**src/design/mf3s_pkg.sv**
```systemverilog
// Shared types and constants of the 3x3 shrinking-border median filter.
// No dependencies.
package mf3s_pkg;

    localparam int PIX_W      = 8;
    localparam int CFG_W      = 13;
    localparam int IDX_W      = 1;
    localparam int HGT_W      = 13;
    localparam int ROW_W      = 13;
    localparam int TAPS       = 9;
    localparam int WIN        = 3;
    localparam int WIDTH_W    = 11;
    localparam int MAX_HEIGHT = 4096;
    localparam int RST_WIDTH  = 640;
    localparam int RST_HEIGHT = 480;

    localparam logic [IDX_W-1:0] REG_IMAGE_WIDTH  = 1'b0;
    localparam logic [IDX_W-1:0] REG_IMAGE_HEIGHT = 1'b1;

    typedef logic [PIX_W-1:0] pix_t;

    typedef struct packed {
        logic req_type;
        pix_t pixel_in;
    } in_item_t;

    typedef struct packed {
        pix_t pixel_out;
        logic frame_last;
    } out_item_t;

    typedef struct packed {
        logic            emit;
        logic            last;
        logic [TAPS-1:0] mask;
    } tap_ctl_t;

endpackage

```
**src/design/mf3s_median.sv**
```systemverilog
// Two-stage masked median of the 3x3 window: pairwise order, then rank select.
// Depends on mf3s_pkg.
module mf3s_median (
    input  logic                                  clk,
    input  logic                                  rst_n,
    input  logic                                  en,
    input  logic                                  b_valid,
    input  mf3s_pkg::tap_ctl_t                    b_ctl,
    input  mf3s_pkg::pix_t [mf3s_pkg::TAPS-1:0]   window,
    output logic                                  out_valid,
    output mf3s_pkg::out_item_t                   out_item
);

    import mf3s_pkg::*;

    logic                       c_valid_reg;
    logic                       c_last_reg;
    logic [TAPS-1:0]            c_mask_reg;
    pix_t [TAPS-1:0]            c_vals_reg;
    logic [TAPS-1:0][TAPS-1:0]  c_prec_reg;
    logic [TAPS-1:0][TAPS-1:0]  prec;
    logic                       out_valid_reg;
    out_item_t                  out_item_reg;
    pix_t                       sel;

    // prec[i][j]: tap j sorts ahead of tap i (ties broken by index)
    always_comb
    begin
        for (int i = 0; i < TAPS; i++)
        begin
            for (int j = 0; j < TAPS; j++)
            begin
                if (j == i)
                    prec[i][j] = 1'b0;
                else
                    prec[i][j] = (window[j] < window[i]) ||
                                 ((window[j] == window[i]) && (j < i));
            end
        end
    end

    always_comb
    begin
        logic [3:0] n;
        logic [3:0] rank;
        n    = '0;
        rank = '0;
        sel  = '0;
        for (int j = 0; j < TAPS; j++)
        begin
            n = n + 4'(c_mask_reg[j]);
        end
        for (int i = 0; i < TAPS; i++)
        begin
            rank = '0;
            for (int j = 0; j < TAPS; j++)
            begin
                rank = rank + 4'(c_mask_reg[j] & c_prec_reg[i][j]);
            end
            if (c_mask_reg[i] && (rank == (n >> 1)))
                sel = c_vals_reg[i];
        end
    end

    always_ff @(posedge clk or negedge rst_n)
    begin
        if (!rst_n)
        begin
            c_valid_reg   <= 1'b0;
            out_valid_reg <= 1'b0;
        end
        else if (en)
        begin
            c_valid_reg   <= b_valid && b_ctl.emit;
            out_valid_reg <= c_valid_reg;
        end
    end

    always_ff @(posedge clk)
    begin
        if (en)
        begin
            c_last_reg   <= b_ctl.last;
            c_mask_reg   <= b_ctl.mask;
            c_vals_reg   <= window;
            c_prec_reg   <= prec;
            out_item_reg <= '{pixel_out: sel, frame_last: c_last_reg};
        end
    end

    assign out_valid = out_valid_reg;
    assign out_item  = out_item_reg;

endmodule

```
**config.mk**
```make
export PLATFORM = sky130hd
export DESIGN_NAME = mf3s_median
export DESIGN_NICKNAME = d
export VERILOG_FILES = /design/src/design/mf3s_pkg.sv /design/src/design/mf3s_median.sv
export SDC_FILE = /design/constraint.sdc
export NUM_CORES = 1
export LEC_CHECK = 0
export ABC_AREA = 1
export BUFFER_PORTS_ARGS = -buffer_cell sky130_fd_sc_hd__buf_2
export CAP_MARGIN = 20
export CORE_MARGIN = 2
export CORE_UTILIZATION = 40
export DETAILED_ROUTE_END_ITERATION = 16
export GPL_TIMING_DRIVEN = 0
export RECOVER_POWER = 50
export SYNTH_ARGS = -nofsm -noshare
export SYNTH_HDL_FRONTEND = slang
export SYNTH_SLANG_ARGS = --single-unit
```
**constraint.sdc**
```tcl
create_clock -name clk -period 5.2 [get_ports clk]
set_input_delay 0.52 -clock clk [delete_from_list [all_inputs] [get_ports clk]]
set_output_delay 0.52 -clock clk [all_outputs]
set_load 0.05 [all_outputs]
```
==> results.toml <==
[power_and_ir_drop]
peakVddDrop_mv = 0.2152
p_leak_nw = 8.526
p_total_mw = 6.168
cellPowerDensity_mw_per_mm2 = 367.1

[grt]
grt_pass1_wl_um = 65120
grt.total_usage = 0.2228
grt_pass1_vias = 11610
gr-total-overflow = 0
grt_max_degree = 92
antenna_found_initial = 1

[setup_path]
crit_fanout = 10
cp_slowest_cell = "fa_1"
critPathTopFamily = "adder cells"
cp_num_buf_inv = 6
crit_required_ns = 5.39
cpMostUsedCell = "nand2_1"
worstSetupPathType = "reg2reg"
crit_path_end_kind = "flip-flop"
critPathLaunchType = "flip-flop"
r2r_slack_ns = 0.23
critical_path_arrival_ns = 5.16
slowest_delay_ns = 0.52

[drt]
vias = 11950
via_per_inst = 5.142
dr.pass1.iters = 5
finalWirelength_um = 42290
antenna_left = 0
avgRoutedWirePerCell_um = 18.20
first_iter_violations = 783
detail_route.drc_violations = 0

[timing]
setup_violations = 0
fin_crit_sh = 0.9554
worstMarginPinSlew_ns = 4.258
finalHoldViolations = 0
rsz0062_at_grt = "true"
finalClockSkew_ns = 0.009739
relSlewSlack = -1.839
fmax_mhz = 201.3
period_needed_ns = 4.968
final_max_slew_viol_count = 77
fin_hold_ws_ns = 0.2525

[cts]
tritoncts = "built"
cts_buffer_depth = 2
cts_buffers = 17
path_clk_slew_ns = 0.07
ctsHtreeMaxLevel = 4
clk_latency_ns = 0.44
root_buffer = "clkbuf_16"
cts_sinks = 165

[cells_and_area]
antennaDiodeCount = 0
final_nets = 2245
final_cell_area_mm2 = 0.01680
drive_gt1_frac = 0.05957
area_growth_pct = 11.62
nFillCells = 3645
final_core_util = 0.4493

[synthesis]
synth_area_leaders = "edfxtp_1 (33%), ha_1 (26%), nand2_1 (8.6%)"
synth_seq_cells = 165
synth_ff_type = "edfxtp_1"
syn_avg_cell_area_um2 = 8.956
synth.cell_area_mm2 = 0.01505
synth.distinct_cells = 46
synth_nets = 2126
synth_edf_count = 163
synth_top_area_share = 0.3251
netlist_instances = 1681
seq_area_frac_synth = 0.3285
yosys_warnings = 0
ys_async_sr_fraction = 0.01212
synth_area_leader_cell = "edfxtp_1"

[status]
violations = "max-capacitance violations, max-slew violations"
status = "finished, violations left"

[die]
core_mm2 = 0.03740
rows = 71
die_y_um = 198
floorplan.die_area_mm2 = 0.03920
initial_core_util = 0.4025
ioPinCount = 97
die_w_um = 198

[place]
dpl-instance-area_mm2 = 0.01621
place.gp.congestion = 0.8693
hpwl_um = 33550
portBuffers = 96

[run]
maxCapViolations = 1

[worst_hold_path]
hp-class = "in2reg"
cells in the mapped netlist (5+ instances only):
cell / number
nand2_4: 6
edfxtp_1: 163
nor2_1: 105
nand3_1: 63
nand2_1: 343
ha_1: 318
a32oi_1: 29
nand4_1: 7
a21oi_1: 130
xnor2_1: 5
fa_1: 40
a211oi_1: 32
inv_1: 326
clkbuf_1: 5
o21ai_0: 38
o31ai_1: 5
xor2_1: 10
power by group:
part           internal, mW  total [mW]  switching, mW  leakage [nW]
logic                  1.07        3.13           2.06          6.61
registers              1.70        1.75         0.0468          1.62
clock network         0.720        1.30          0.578         0.291
total                  3.49        6.17           2.68          8.53
worst reg2reg max path, cell delays in order, from the launching register on:
cell	delay [ns]
edfxtp_1	0.34
buf_6	0.17
inv_1	0.08
fa_1	0.52
fa_1	0.43
fa_1	0.49
inv_1	0.04
ha_1	0.30
nand2_4	0.09
nand2_4	0.05
fa_1	0.50
buf_6	0.17
inv_4	0.09
nand2_1	0.06
nand3_1	0.06
nand3b_1	0.19
nor2_4	0.20
clkinvlp_4	0.23
nand3_1	0.15
nand2_1	0.07
nand3_1	0.13
nand3_1	0.11
nand2_1	0.08
nand2_1	0.06
nand2_1	0.07
nand2_1	0.06
placed cells by master, fill, tap and decap left out, drive strengths merged, types with 4 or more instances in the layout:
master / count
o21ai: 39
clkbuf: 88
o21a: 4
a211oi: 32
a32oi: 29
xnor2: 5
nand3b: 4
nand3: 63
inv: 335
ha: 318
edfxtp: 163
nand2: 354
nor2: 111
xor2: 11
nand4: 8
o221ai: 4
buf: 44
fa: 40
o31ai: 5
a21oi: 132
clkinv: 5
worst paths after layout:
check	endpoint	startpoint	cells past startpoint
min	c_mask_reg[0]	b_ctl[0]	1
min in group asynchronous	out_valid	rst_n	2
min reg2reg	out_item[0]	c_last_reg	0
max in group asynchronous	c_valid_reg	rst_n	2
max	out_item[4]	c_mask_reg[1]	25
max reg2reg	out_item[4]	c_mask_reg[1]	25
kinds of logic after synthesis:
group | synth area share
simple gates | 0.1560
fa+ha+maj | 0.3175
buf+inv | 0.08926
compound gates | 0.09899
flops | 0.3285
xor+xnor | 0.009807
routing by layer:
| layer | track usage | vias to the layer above | part of all wire | wire length, µm |
|---|---|---|---|---|
| li1 | - | 5907 | - | - |
| met1 | 0.2992 | 5689 | 0.45 | 18930 |
| met2 | 0.3781 | 305 | 0.47 | 20080 |
| met3 | 0.03083 | 48 | 0.060 | 2541 |
| met4 | 0.05709 | 0 | 0.017 | 729 |
| met5 | 0 | - | 0 | 0 |
metrics by stage:
step,worst slack (ns),std cells,setup TNS [ns]
2_1_floorplan,0.7076,1681,0
3_3_place_gp,-0.3818,2288,-2.923
3_5_place_dp,-0.4646,2289,-3.466
4_1_cts,0.04587,2324,0
5_1_grt,-0.02121,2324,-0.04319
6_report,0.2321,2324,0
layout make-up:
| type | instances | area (µm²) | share of cell area |
|---|---|---|---|
| buffer | 12 | 107.6 | 0.006404 |
| multi-input combinational | 1171 | 8790 | 0.5231 |
| clock buffer | 17 | 425.4 | 0.02532 |
| clock inverter | 15 | 167.7 | 0.009978 |
| sequential | 165 | 4945 | 0.2943 |
| tap | 511 | 639.4 | 0.03805 |
| timing repair buffer | 104 | 488.0 | 0.02904 |
| inverter | 329 | 1241 | 0.07386 |
timing repair:
item / in CTS / in global routing
pin swaps: 2 / 2
hold endpoints to repair: 2 / 0
gates resized for setup: 4 / 7
setup endpoints to repair: 8 / 8
hold buffers: 1 / 0
setup buffers: 3 / 3
Note: power is estimated with default switching activity, not from simulation.
