**config.mk**
```make
export PLATFORM = sky130hd
export DESIGN_NAME = mf3s_ctrl
export DESIGN_NICKNAME = d
export VERILOG_FILES = /design/src/design/mf3s_pkg.sv /design/src/design/mf3s_ctrl.sv
export SDC_FILE = /design/constraint.sdc
export NUM_CORES = 1
export LEC_CHECK = 0
export BUFFER_PORTS_ARGS = -buffer_cell sky130_fd_sc_hd__buf_2
export CELL_PAD_IN_SITES_DETAIL_PLACEMENT = 0
export CELL_PAD_IN_SITES_GLOBAL_PLACEMENT = 1
export CORE_MARGIN = 2
export CORE_UTILIZATION = 45
export CTS_CLUSTER_SIZE = 14
export DETAILED_ROUTE_END_ITERATION = 10
export PLACE_DENSITY = 0.8
export SYNTH_ARGS = -nofsm -noshare
export SYNTH_HDL_FRONTEND = slang
export SYNTH_SLANG_ARGS = --single-unit
```
**constraint.sdc**
```tcl
create_clock -name clk -period 3.7 [get_ports clk]
set_input_delay 0.74 -clock clk [delete_from_list [all_inputs] [get_ports clk]]
set_output_delay 0.74 -clock clk [all_outputs]
set_load 0.02 [all_outputs]
```
**src/design/mf3s_pkg.sv**
```systemverilog
// Shared types and constants of the 3x3 shrinking-border median filter.
// No dependencies.
package mf3s_pkg;

    localparam int PIX_W      = 8;
    localparam int CFG_W      = 13;
    localparam int IDX_W      = 1;
    localparam int HGT_W      = 13;
    localparam int ROW_W      = 13;
    localparam int TAPS       = 9;
    localparam int WIN        = 3;
    localparam int WIDTH_W    = 11;
    localparam int MAX_HEIGHT = 4096;
    localparam int RST_WIDTH  = 640;
    localparam int RST_HEIGHT = 480;

    localparam logic [IDX_W-1:0] REG_IMAGE_WIDTH  = 1'b0;
    localparam logic [IDX_W-1:0] REG_IMAGE_HEIGHT = 1'b1;

    typedef logic [PIX_W-1:0] pix_t;

    typedef struct packed {
        logic req_type;
        pix_t pixel_in;
    } in_item_t;

    typedef struct packed {
        pix_t pixel_out;
        logic frame_last;
    } out_item_t;

    typedef struct packed {
        logic            emit;
        logic            last;
        logic [TAPS-1:0] mask;
    } tap_ctl_t;

endpackage

```
**src/design/mf3s_ctrl.sv**
```systemverilog
// Frame size registers, raster position counters and tap clipping mask.
// Depends on mf3s_pkg.
module mf3s_ctrl #(
    parameter int MAX_WIDTH = 1024
) (
    input  logic                                           clk,
    input  logic                                           rst_n,
    input  logic                                           en,
    input  logic                                           in_valid,
    input  mf3s_pkg::in_item_t                             in_item,
    input  logic                                           cfg_write,
    input  logic [mf3s_pkg::IDX_W-1:0]                     cfg_addr,
    input  logic [mf3s_pkg::CFG_W-1:0]                     cfg_data,
    output logic [((MAX_WIDTH > 1) ? $clog2(MAX_WIDTH) : 1)-1:0] rd_col,
    output logic                                           a_valid,
    output logic [((MAX_WIDTH > 1) ? $clog2(MAX_WIDTH) : 1)-1:0] a_col,
    output mf3s_pkg::pix_t                                 a_px,
    output mf3s_pkg::tap_ctl_t                             a_ctl
);

    import mf3s_pkg::*;

    localparam int AW     = (MAX_WIDTH > 1) ? $clog2(MAX_WIDTH) : 1;
    localparam int CW     = $clog2(MAX_WIDTH + 1);
    localparam int RST_W  = (RST_WIDTH > MAX_WIDTH) ? MAX_WIDTH : RST_WIDTH;

    logic [CW-1:0]    w_reg;
    logic [HGT_W-1:0] h_reg;
    logic [CW-1:0]    in_col_reg, in_col_next;
    logic [ROW_W-1:0] in_row_reg, in_row_next;
    logic [CW-1:0]    out_col_reg, out_col_next;
    logic [ROW_W-1:0] out_row_reg, out_row_next;
    logic             a_valid_reg;
    logic [AW-1:0]    a_col_reg;
    pix_t             a_px_reg;
    tap_ctl_t         a_ctl_reg;

    logic [WIDTH_W-1:0] wr_w;
    logic [HGT_W-1:0]   wr_h;
    logic [CW:0]        w_ext, in_col_inc, out_col_inc;
    logic [ROW_W:0]     h_ext, out_row_inc;
    logic               emit, last, in_row_end, out_row_end;
    logic [WIN-1:0]     rv, cv;
    tap_ctl_t           ctl;

    assign wr_w = cfg_data[WIDTH_W-1:0];
    assign wr_h = cfg_data[HGT_W-1:0];

    always_ff @(posedge clk or negedge rst_n)
    begin
        if (!rst_n)
        begin
            w_reg <= CW'(RST_W);
            h_reg <= HGT_W'(RST_HEIGHT);
        end
        else if (cfg_write)
        begin
            case (cfg_addr)
                REG_IMAGE_WIDTH:
                begin
                    if (wr_w == '0)
                        w_reg <= CW'(1);
                    else if (32'(wr_w) > MAX_WIDTH)
                        w_reg <= CW'(MAX_WIDTH);
                    else
                        w_reg <= CW'(wr_w);
                end
                REG_IMAGE_HEIGHT:
                begin
                    if (wr_h == '0)
                        h_reg <= HGT_W'(1);
                    else if (32'(wr_h) > MAX_HEIGHT)
                        h_reg <= HGT_W'(MAX_HEIGHT);
                    else
                        h_reg <= wr_h;
                end
                default:
                begin
                end
            endcase
        end
    end

    always_comb
    begin
        w_ext       = {1'b0, w_reg};
        h_ext       = (ROW_W + 1)'(h_reg);
        in_col_inc  = {1'b0, in_col_reg} + (CW + 1)'(1);
        out_col_inc = {1'b0, out_col_reg} + (CW + 1)'(1);
        out_row_inc = {1'b0, out_row_reg} + (ROW_W + 1)'(1);
        in_row_end  = in_col_inc >= w_ext;
        out_row_end = out_col_inc >= w_ext;

        emit = (in_row_reg >= ROW_W'(2)) ||
               ((in_row_reg == ROW_W'(1)) && (in_col_reg != '0));
        last = emit && (out_row_inc >= h_ext) && out_row_end;

        rv[0] = (out_row_reg != '0) && ({1'b0, out_row_reg} <= h_ext);
        rv[1] = {1'b0, out_row_reg} < h_ext;
        rv[2] = out_row_inc < h_ext;
        cv[0] = (out_col_reg != '0) && ({1'b0, out_col_reg} <= w_ext);
        cv[1] = {1'b0, out_col_reg} < w_ext;
        cv[2] = out_col_inc < w_ext;

        ctl.emit = emit;
        ctl.last = last;
        for (int dr = 0; dr < WIN; dr++)
        begin
            for (int dc = 0; dc < WIN; dc++)
            begin
                ctl.mask[dr * WIN + dc] = rv[dr] & cv[dc];
            end
        end

        out_col_next = out_col_reg;
        out_row_next = out_row_reg;
        if (emit)
        begin
            if (out_row_end)
            begin
                out_col_next = '0;
                if (out_row_reg != '1)
                    out_row_next = out_row_reg + ROW_W'(1);
            end
            else
            begin
                out_col_next = out_col_inc[CW-1:0];
            end
        end

        in_col_next = in_col_inc[CW-1:0];
        in_row_next = in_row_reg;
        if (in_row_end)
        begin
            in_col_next = '0;
            if (in_row_reg != '1)
                in_row_next = in_row_reg + ROW_W'(1);
        end

        // frame end: everything restarts at the origin
        if (last)
        begin
            in_col_next  = '0;
            in_row_next  = '0;
            out_col_next = '0;
            out_row_next = '0;
        end
    end

    always_ff @(posedge clk or negedge rst_n)
    begin
        if (!rst_n)
        begin
            in_col_reg  <= '0;
            in_row_reg  <= '0;
            out_col_reg <= '0;
            out_row_reg <= '0;
            a_valid_reg <= 1'b0;
        end
        else if (en)
        begin
            a_valid_reg <= in_valid;
            if (in_valid)
            begin
                in_col_reg  <= in_col_next;
                in_row_reg  <= in_row_next;
                out_col_reg <= out_col_next;
                out_row_reg <= out_row_next;
            end
        end
    end

    always_ff @(posedge clk)
    begin
        if (en && in_valid)
        begin
            a_col_reg <= in_col_reg[AW-1:0];
            a_px_reg  <= in_item.req_type ? '0 : in_item.pixel_in;
            a_ctl_reg <= ctl;
        end
    end

    assign rd_col  = in_col_reg[AW-1:0];
    assign a_valid = a_valid_reg;
    assign a_col   = a_col_reg;
    assign a_px    = a_px_reg;
    assign a_ctl   = a_ctl_reg;

endmodule

```
==> run metrics, run 1 <==
Placed Cells 886; pin count of the biggest net entering global routing 74; Num CTS Buffers 9; Pwr Density between 500 and 600 nW/um^2; Syn Inst Count 664; crit end category flop; status complete, no violations; Post-synth ARST share 71.6%; Cell Int Power 0.00240 W; initial antenna violation count 0; CTS tree yes; die height 125 um; DP Area 6980 sq um; worst skew pair latency 0.36 ns; Avg Vias per Cell 5.74; dpl hpwl 11500 um; syn_nets 760; Final #Nets 809; crit path kind reg2reg; worst clock skew about 0.010 ns; hold_sp w_reg[9]; CTS H-Tree Depth 3; clock power share 22.2%; RSZ-0062 raised after global routing false; post-synthesis sequential area ratio 41.1%; Final Non-Filler Cells 902; Mean Syn Cell Area 9.91 sq um; EDFF count, synth 29; Mapped Area around 6600 sq um; layout cells sized above 1 16.3%; Worst path top cell family by delay compound AO/OA/AOI/OAI gates; Yosys top cell by area dfrtp_1; RD Place Congestion 0.867; Slew Limit Fails 0; Rel. slew slack 35.4%; most common cell in the netlist ha_1; Net Switching 0.00152 W; Residual DRC 0; All-Layer GR Usage 20.2%; I/O Buffers 67; Initial Util 45.6%; 1st-iter DRT viols 410; Hold Path Class reg2reg; most common flop cell mapped by yosys dfrtp_1; post-layout instance area between 7000 and 8000 sq um; Sink Count just over 100; final setup vio count 0; Die Width 125 um; Post-CTS Setup Bufs 0; vias 5175; Sw Ratio 38.8%; Buf/Inv on CP 0; Die ar. 15600 sq um; CP Max Fanout 14; clock root cell clkbuf_16; Gate power share 36.9%; 1st-pass router iterations 6; clk buf depth 2; final wirelength 15300 um; grt ovf 0; WL per Instance 17.0 um; startpoint types flop; CP max-delay cell dfrtp_1; peak supply drop approximately 0.24 mV; Worst EP arrival 3.73 ns; core area 14400 sq um; Synth cell types 74; worst setup path startpoint out_row_reg[2]; total negative slack 0 ns; vias in the first global route 5058; CP peak stage delay between 0.5 and 0.6 ns; # fillers ~1300; Synth Register Bits slightly above 100; Slew @ Worst Pin about 0.97 ns; most instantiated cells after synthesis ha_1, dfrtp_1, nand2_1, inv_1; final period utilization 93.3%; diodes inserted 0; Post-DRT Antenna Nets 0; Layout area overhead 10.0%; # IOs 68; Reg clk slew, reported paths approximately 0.070 ns; number of hold violations in the final report 0; post-synth top area share 25.5%; yosys warns 0; crit-path cells and4_4 > nand4_4 > nand2b_1 > xnor2_1 > ha_1 > a21o_1 > a21oi_1 > a31oi_4 > a211o_2 > or3_1 > o21ai_1; Synth area leaders dfrtp_1, edfxtp_1, ha_1; Required @ worst endpoint 3.98 ns; Maximum Capacitance Violations 0; Tmin final about 3.5 ns; Seq pwr share ~41%; Rows 44; Reg2Reg Launch Point out_row_reg[2]; leakage power 3.28 nW; first-pass GRT wire length 25600 um; Fmax 290 MHz
## cells by family (layout without fill, tap and decap cells)
logic type	Yosys count	after routing	share of synthesized area, %
flops	102	102	41.1
mux	5	5	0.818
xor+xnor	29	29	3.86
fa+ha+maj	68	68	12.9
compound gates	157	157	17.1
simple gates	226	226	18.6
buf+inv	77	131	5.63
## worst paths after layout
path                            endpoint  cells past startpoint  slack [ns]
max                        in_col_reg[0]                     11        0.25
min                             w_reg[9]                      2        0.48
max reg2reg                in_col_reg[0]                     11        0.25
min reg2reg                     w_reg[9]                      2        0.48
max in group asynchronous  in_col_reg[2]                      1        2.53
min in group asynchronous       w_reg[2]                      1        0.51
## final cells by class
type,instances,area [sq um],share of cell area [%]
Timing Repair Buffer,71,368,5.08
Clock inverter,5,27.5,0.380
Inverter,44,168,2.32
Clock buffer,11,233,3.22
Multi-Input combinational cell,485,3510,48.5
Sequential cell,102,2710,37.4
Tap cell,184,230,3.18
## per-layer routing
layer	global-route usage (%)	up-vias	wire length (um)
li1	-	2505	-
met1	27.2	2488	7060
met2	32.3	148	7130
met3	3.57	34	701
met4	8.63	0	407
met5	0	-	0
## power by group through the flow
stage / registers (W) / logic, W / clock network [W]
6_report: 0.00161 / 0.00145 / 0.000873
3_5_place_dp: 0.00162 / 0.00144 / 0
2_1_floorplan: 0.00159 / 0.00111 / 0
5_1_grt: 0.00164 / 0.00164 / 0.000926
3_3_place_gp: 0.00161 / 0.00141 / 0
4_1_cts: 0.00160 / 0.00145 / 0.000893
## layout by cell type (no fill, tap or decap), drive strengths merged, types with 8 or more instances in the layout
cell    Yosys  layout
buf        23      71
ha         68      68
dfrtp      67      67
nand2      63      63
inv        43      43
o21ai      40      40
nor2       40      40
nand3      30      30
a21oi      30      30
edfxtp     29      29
a22o       28      28
xnor2      18      18
nand2b     16      16
a21o       16      16
nand4      16      16
nor2b      13      13
xor2       11      11
nor4       11      11
clkbuf     10      11
and3        8       8
## worst min-delay path, cell delays in order (launching register included)
cell and delay [ns]:
dfstp_2 0.37, nand2_1 0.04, o21ai_0 0.06
## per-stage QoR
stage	hold WS, ns	total power [W]	utilization [%]	setup WS (ns)
4_1_cts	0.483	0.00395	50.2	0.272
5_1_grt	0.510	0.00420	50.2	0.0159
3_5_place_dp	0.473	0.00307	48.4	0.279
6_report	0.476	0.00393	50.2	0.249
3_3_place_gp	0.467	0.00303	48.4	0.342
2_1_floorplan	0.444	0.00269	-	0.734
## timing repair
action                                  CTS  global route
hold buffers                              0             0
endpoints found under the setup margin    0             6
resized for setup                         0             1
(Power assumes the default switching activity.)
==> inputs of run 2 (changes only) <==
Settings changed: MAX_ROUTING_LAYER from default to met4.
==> run metrics, run 2 (synthesis results as in run 1) <==
status complete, no violations; Post-CTS Setup Bufs 0 (unchanged); # fillers 1336 (unchanged); Initial Util 45.6% (unchanged); CTS tree yes; worst setup path startpoint out_col_reg[0]; met1 wire length 7150 um (+1.2%); routed wl met2 7170 um (+0.65%); I/O Buffers 67 (unchanged); Required @ worst endpoint 3.98 ns (about the same); cts hold-fix bufs 0 (unchanged); met3 routed WL 687 um (-2.0%); grt ovf 0 (unchanged); CP peak stage delay 0.51 ns (-0.04 ns); commonest non-fill, non-tap cells in the layout ha_1, dfrtp_1, buf_2; CP max-delay cell dfrtp_1; Rows 44 (unchanged); post-CTS resize count 0 (unchanged); Slew @ Worst Pin 0.970 ns (+0.000402 ns); peak supply drop 0.244 mV (+0.37%); vias in the first global route 5050 (-0.16%); Avg Vias per Cell 5.74 (unchanged); startpoint types flop; CP Max Fanout 19 (+5); r2r setup slk 0.24 ns (about the same); clk buf depth 2 (unchanged); clock root cell clkbuf_16; cells on worst reg2reg path 13 (+2); leakage power 3.28 nW (unchanged); Rel. slew slack 35.3% (about the same); highest routed layer met4; first-pass GRT wire length 25600 um (+0.14%); most used cell, CP ha_1; post-layout instance area 7240 sq um (unchanged); Num CTS Buffers 9 (unchanged); Reg clk slew, reported paths 0.07 ns (about the same); pin count of the biggest net entering global routing 74 (unchanged); worst skew pair latency 0.36 ns (about the same); crit path kind reg2reg; Residual DRC 0 (unchanged); crit end category flop; DP Area 6980 sq um (unchanged); Maximum Capacitance Violations 0 (unchanged); initial antenna violation count 0 (unchanged); All-Layer GR Usage 20.9% (+0.64 points); RSZ-0062 raised after global routing false; Die ar. 15600 sq um (unchanged); RD Place Congestion 0.881 (+1.6%); WL per Instance 17.0 um (+0.41%); Tmin final 3.46 ns (+0.00696 ns); vias 5175 (unchanged); Worst path top cell family by delay simple AND/OR/NAND/NOR gates; total negative slack 0 ns (unchanged); Die Width 125 um (unchanged); CP Capture Point in_row_reg[4]; Layout area overhead 10.0% (unchanged); Worst EP arrival 3.73 ns (about the same); overall power 0.00393 W (+0.12%); Final #Nets 809 (unchanged); die height 125 um (unchanged); final period utilization 93.5% (+0.19 points); Buf/Inv on CP 1 (+1); final setup vio count 0 (unchanged); Slew Limit Fails 0 (unchanged); Crit. path cell count 13 (+2); dpl hpwl 11500 um (unchanged); number of hold violations in the final report 0 (unchanged); # IOs 68 (unchanged); CTS H-Tree Depth 3 (unchanged); Sink Count 102 (unchanged); reg2reg end in_row_reg[4]; worst clock skew 0.00693 ns (-0.00325 ns); diodes inserted 0 (unchanged); final hold slack 0.478 ns (+0.00161 ns); Hold Path Class reg2reg; Fmax 289 MHz (-0.20%); Pwr Density 543 nW/um^2 (+0.12%); final wirelength 15400 um (+0.41%); most common cell after layout, fill and taps aside ha_1; layout cells sized above 1 16.3% (unchanged); crit-path cells ha_1 > and3_1 > nand3_1 > nor2_1 > xnor2_1 > ha_1 > nor2b_1 > a311o_1 > o21bai_4 > nand2_8 > inv_4 > or3_4 > o22ai_1; Post-DRT Antenna Nets 0 (unchanged); 1st-iter DRT viols 411 (+0.24%); 1st-pass router iterations 5 (-1); core area 14400 sq um (unchanged); Reg2Reg Launch Point out_col_reg[0]
## run 2: cell counts in the layout (fill, tap and decap cells not counted)
Identical to the previous run, type by type.
## run 2: worst min-delay path: cells and delay by family (launching register included)
kind,cells,cell delay [ns]
AOI/OAI and AO/OA,1,0.06
DFF,1,0.37
and+or+nand+nor,1,0.04
## run 2: area by class of cell
type / count / area [sq um] / share of cell area, %
Sequential cell: 102 / 2710 / 37.4
Timing Repair Buffer: 71 / 368 / 5.08
Inverter: 44 / 168 / 2.32
Tap cell: 184 / 230 / 3.18
Clock inverter: 5 / 27.5 / 0.380
Clock buffer: 11 / 233 / 3.22
Multi-Input combinational cell: 485 / 3510 / 48.5
## run 2: power by group
| part | leakage, nW | switching, W | total (W) | internal [W] |
|---|---|---|---|---|
| clock | 0.131 | 0.000420 | 0.000873 | 0.000452 |
| combinational | 1.98 | 0.000870 | 0.00145 | 0.000582 |
| sequential | 1.18 | 0.000238 | 0.00161 | 0.00137 |
| total | 3.28 | 0.00153 | 0.00393 | 0.00240 |
## run 2: worst min path at each step
stage / from / to / slack [ns] / cells after the start
after floorplan: rst_n / a_valid / 0.44 / 0
after global placement: w_reg[8] / w_reg[8] / 0.47 / 2
after detailed placement: w_reg[9] / w_reg[9] / 0.47 / 2
after CTS: w_reg[9] / w_reg[9] / 0.48 / 2
after global routing: w_reg[7] / w_reg[7] / 0.51 / 2
final: w_reg[9] / w_reg[9] / 0.48 / 2
## run 2: per-layer routing
layer,GRT usage [%],vias to the layer above
li1,-,2509
met1,27.4,2495
met2,32.3,142
met3,3.52,29
met4,8.63,0
met5,-,-
## run 2: through the flow
stage / std cells / util [%] / worst slack [ns]
CTS: 902 / 50.2 / 0.272
finish: 902 / 50.2 / 0.242
detailed placement: 886 / 48.4 / 0.279
global route: 902 / 50.2 / 0.0160
global placement: 886 / 48.4 / 0.342
floorplan: 664 / - / 0.734
==> inputs of run 3 (changes only) <==
Settings changed: SETUP_SLACK_MARGIN from default to 0.4.
==> run metrics, run 3 (synthesis results as in run 1) <==
status complete, no violations; Final Non-Filler Cells 922 (+2.2%); Die Width 125 um (unchanged); vias in the first global route 5060 (+0.20%); met3 routed WL 634 um (-7.7%); hold path depth 2 (unchanged); final period utilization 85.0% (-8.5 points); All-Layer GR Usage 20.9% (+0.047 points); Die ar. 15600 sq um (unchanged); Final #Nets 829 (+2.5%); layout cells sized above 1 21.7% (+5.4 points); Initial Util 45.6% (unchanged); vias 5263 (+1.7%); first-pass GRT wire length 25600 um (+0.16%); Fmax 318 MHz (+10%); Maximum Capacitance Violations 0 (unchanged); most common cell after layout, fill and taps aside buf_2; commonest non-fill, non-tap cells in the layout buf_2, ha_1, nand2_1; Hold Path Class reg2reg; Reg clk slew, reported paths 0.07 ns (about the same); Hold EP w_reg[9]; peak supply drop 0.244 mV (about the same); crit end category flop; Pwr Density 540 nW/um^2 (-0.60%); dpl hpwl 11500 um (unchanged); worst clock skew 0.00791 ns (+0.000985 ns); Avg Vias per Cell 5.71 (-0.51%); reg2reg end in_row_reg[4]; CTS H-Tree Depth 3 (unchanged); crit path kind reg2reg; CP peak stage delay 0.42 ns (-0.09 ns); CP max-delay cell dfrtp_2; die height 125 um (unchanged); CP Max Fanout 9 (-10); total negative slack 0 ns (unchanged); Post-DRT Antenna Nets 0 (unchanged); Rows 44 (unchanged); RSZ-0062 raised after global routing true; Placed Cells 886 (unchanged); crit-path cells ha_2 > and3_4 > nand3_4 > nor2_2 > xnor2_1 > ha_1 > nor2b_1 > a311o_1 > o21bai_4 > nand2_8 > inv_4 > or3_4 > o22ai_1; clk buf depth 2 (unchanged); worst skew pair latency 0.36 ns (about the same); I/O Buffers 67 (unchanged); clock root cell clkbuf_16; 1st-pass router iterations 5 (unchanged); Reg2Reg Launch Point out_col_reg[0]; Slew @ Worst Pin 0.964 ns (-0.00644 ns); Num CTS Buffers 9 (unchanged); startpoint types flop; grt ovf 0 (unchanged); diodes inserted 0 (unchanged); Residual DRC 0 (unchanged); final setup vio count 0 (unchanged); Worst EP arrival 3.42 ns (-0.31 ns); 1st-iter DRT viols 381 (-7.3%); # IOs 68 (unchanged); core area 14400 sq um (unchanged); routed wl met2 7340 um (+2.3%); Required @ worst endpoint 3.98 ns (about the same); # fillers 1322 (-1.0%); RD Place Congestion 0.881 (unchanged); number of hold violations in the final report 0 (unchanged); Rel. slew slack 35.8% (+0.43 points); WL per Instance 16.9 um (-0.72%); leakage power 3.37 nW (+2.7%); hold_sp w_reg[9]; initial antenna violation count 0 (unchanged); Sink Count 102 (unchanged); final wirelength 15600 um (+1.5%); pin count of the biggest net entering global routing 74 (unchanged); cells on worst reg2reg path 13 (unchanged); cts hold-fix bufs 0 (unchanged); met1 wire length 7230 um (+1.2%); highest routed layer met4; CTS tree yes; post-layout instance area 7480 sq um (+3.3%); DP Area 6980 sq um (unchanged); r2r setup slk 0.56 ns (+0.31 ns); Layout area overhead 13.7%; Slew Limit Fails 0 (unchanged); Tmin final 3.14 ns (-0.314 ns)
-- run 3: layout make-up --
cell class / count / area, sq um / share of cell area [%]
repair buffers: 91 / 528 / 7.06
clock buffers: 11 / 233 / 3.11
flip-flops and latches: 102 / 2720 / 36.4
inverters: 44 / 168 / 2.24
clock inverters: 5 / 27.5 / 0.368
multi-input cells: 485 / 3570 / 47.8
well taps: 184 / 230 / 3.08
-- run 3: worst max-delay path: cells and delay by family, from the launching register on --
family / cells / cell delay (ns)
AND/OR/NAND/NOR: 6 / 1.15
AO/OA/AOI/OAI: 3 / 0.76
adder cells (fa/ha/maj): 2 / 0.50
flip-flops: 1 / 0.42
XOR/XNOR: 1 / 0.16
buffers and inverters: 1 / 0.07
-- run 3: how the worst max path moves through the flow --
stage                        start             end  slack, ns
floorplan           out_col_reg[0]   in_col_reg[0]       0.73
global placement    out_row_reg[2]   in_col_reg[0]       0.34
detailed placement  out_col_reg[0]   in_row_reg[4]       0.28
CTS                 out_row_reg[1]  out_row_reg[0]       0.40
global route         in_col_reg[0]  in_row_reg[11]       0.37
finish              out_col_reg[0]   in_row_reg[4]       0.56
-- run 3: through the flow --
step	util, %	hold slack (ns)	worst slack, ns	total power [W]
3_5_place_dp	48.4	0.473	0.279	0.00307
3_3_place_gp	48.4	0.467	0.342	0.00303
4_1_cts	50.4	0.483	0.400	0.00396
2_1_floorplan	-	0.444	0.734	0.00269
6_report	51.8	0.478	0.556	0.00404
5_1_grt	51.8	0.510	0.369	0.00432
-- run 3: timing repair --
action,in CTS,in global routing
resized for setup,9,22
endpoints found under the setup margin,21,47
buffers inserted,1,19
pin swaps,1,5
-- run 3: routing by layer --
| metal | up-vias | GRT usage, % |
|---|---|---|
| met5 | - | - |
| met4 | 0 | 8.63 |
| met3 | 31 | 3.52 |
| met2 | 135 | 32.4 |
| met1 | 2543 | 27.4 |
| li1 | 2554 | - |
-- run 3: power breakdown --
group	total, W	internal, W	leakage [nW]	switching, W
Combinational	0.00156	0.000648	2.08	0.000909
Sequential	0.00161	0.00138	1.16	0.000234
Clock	0.000870	0.000452	0.131	0.000418
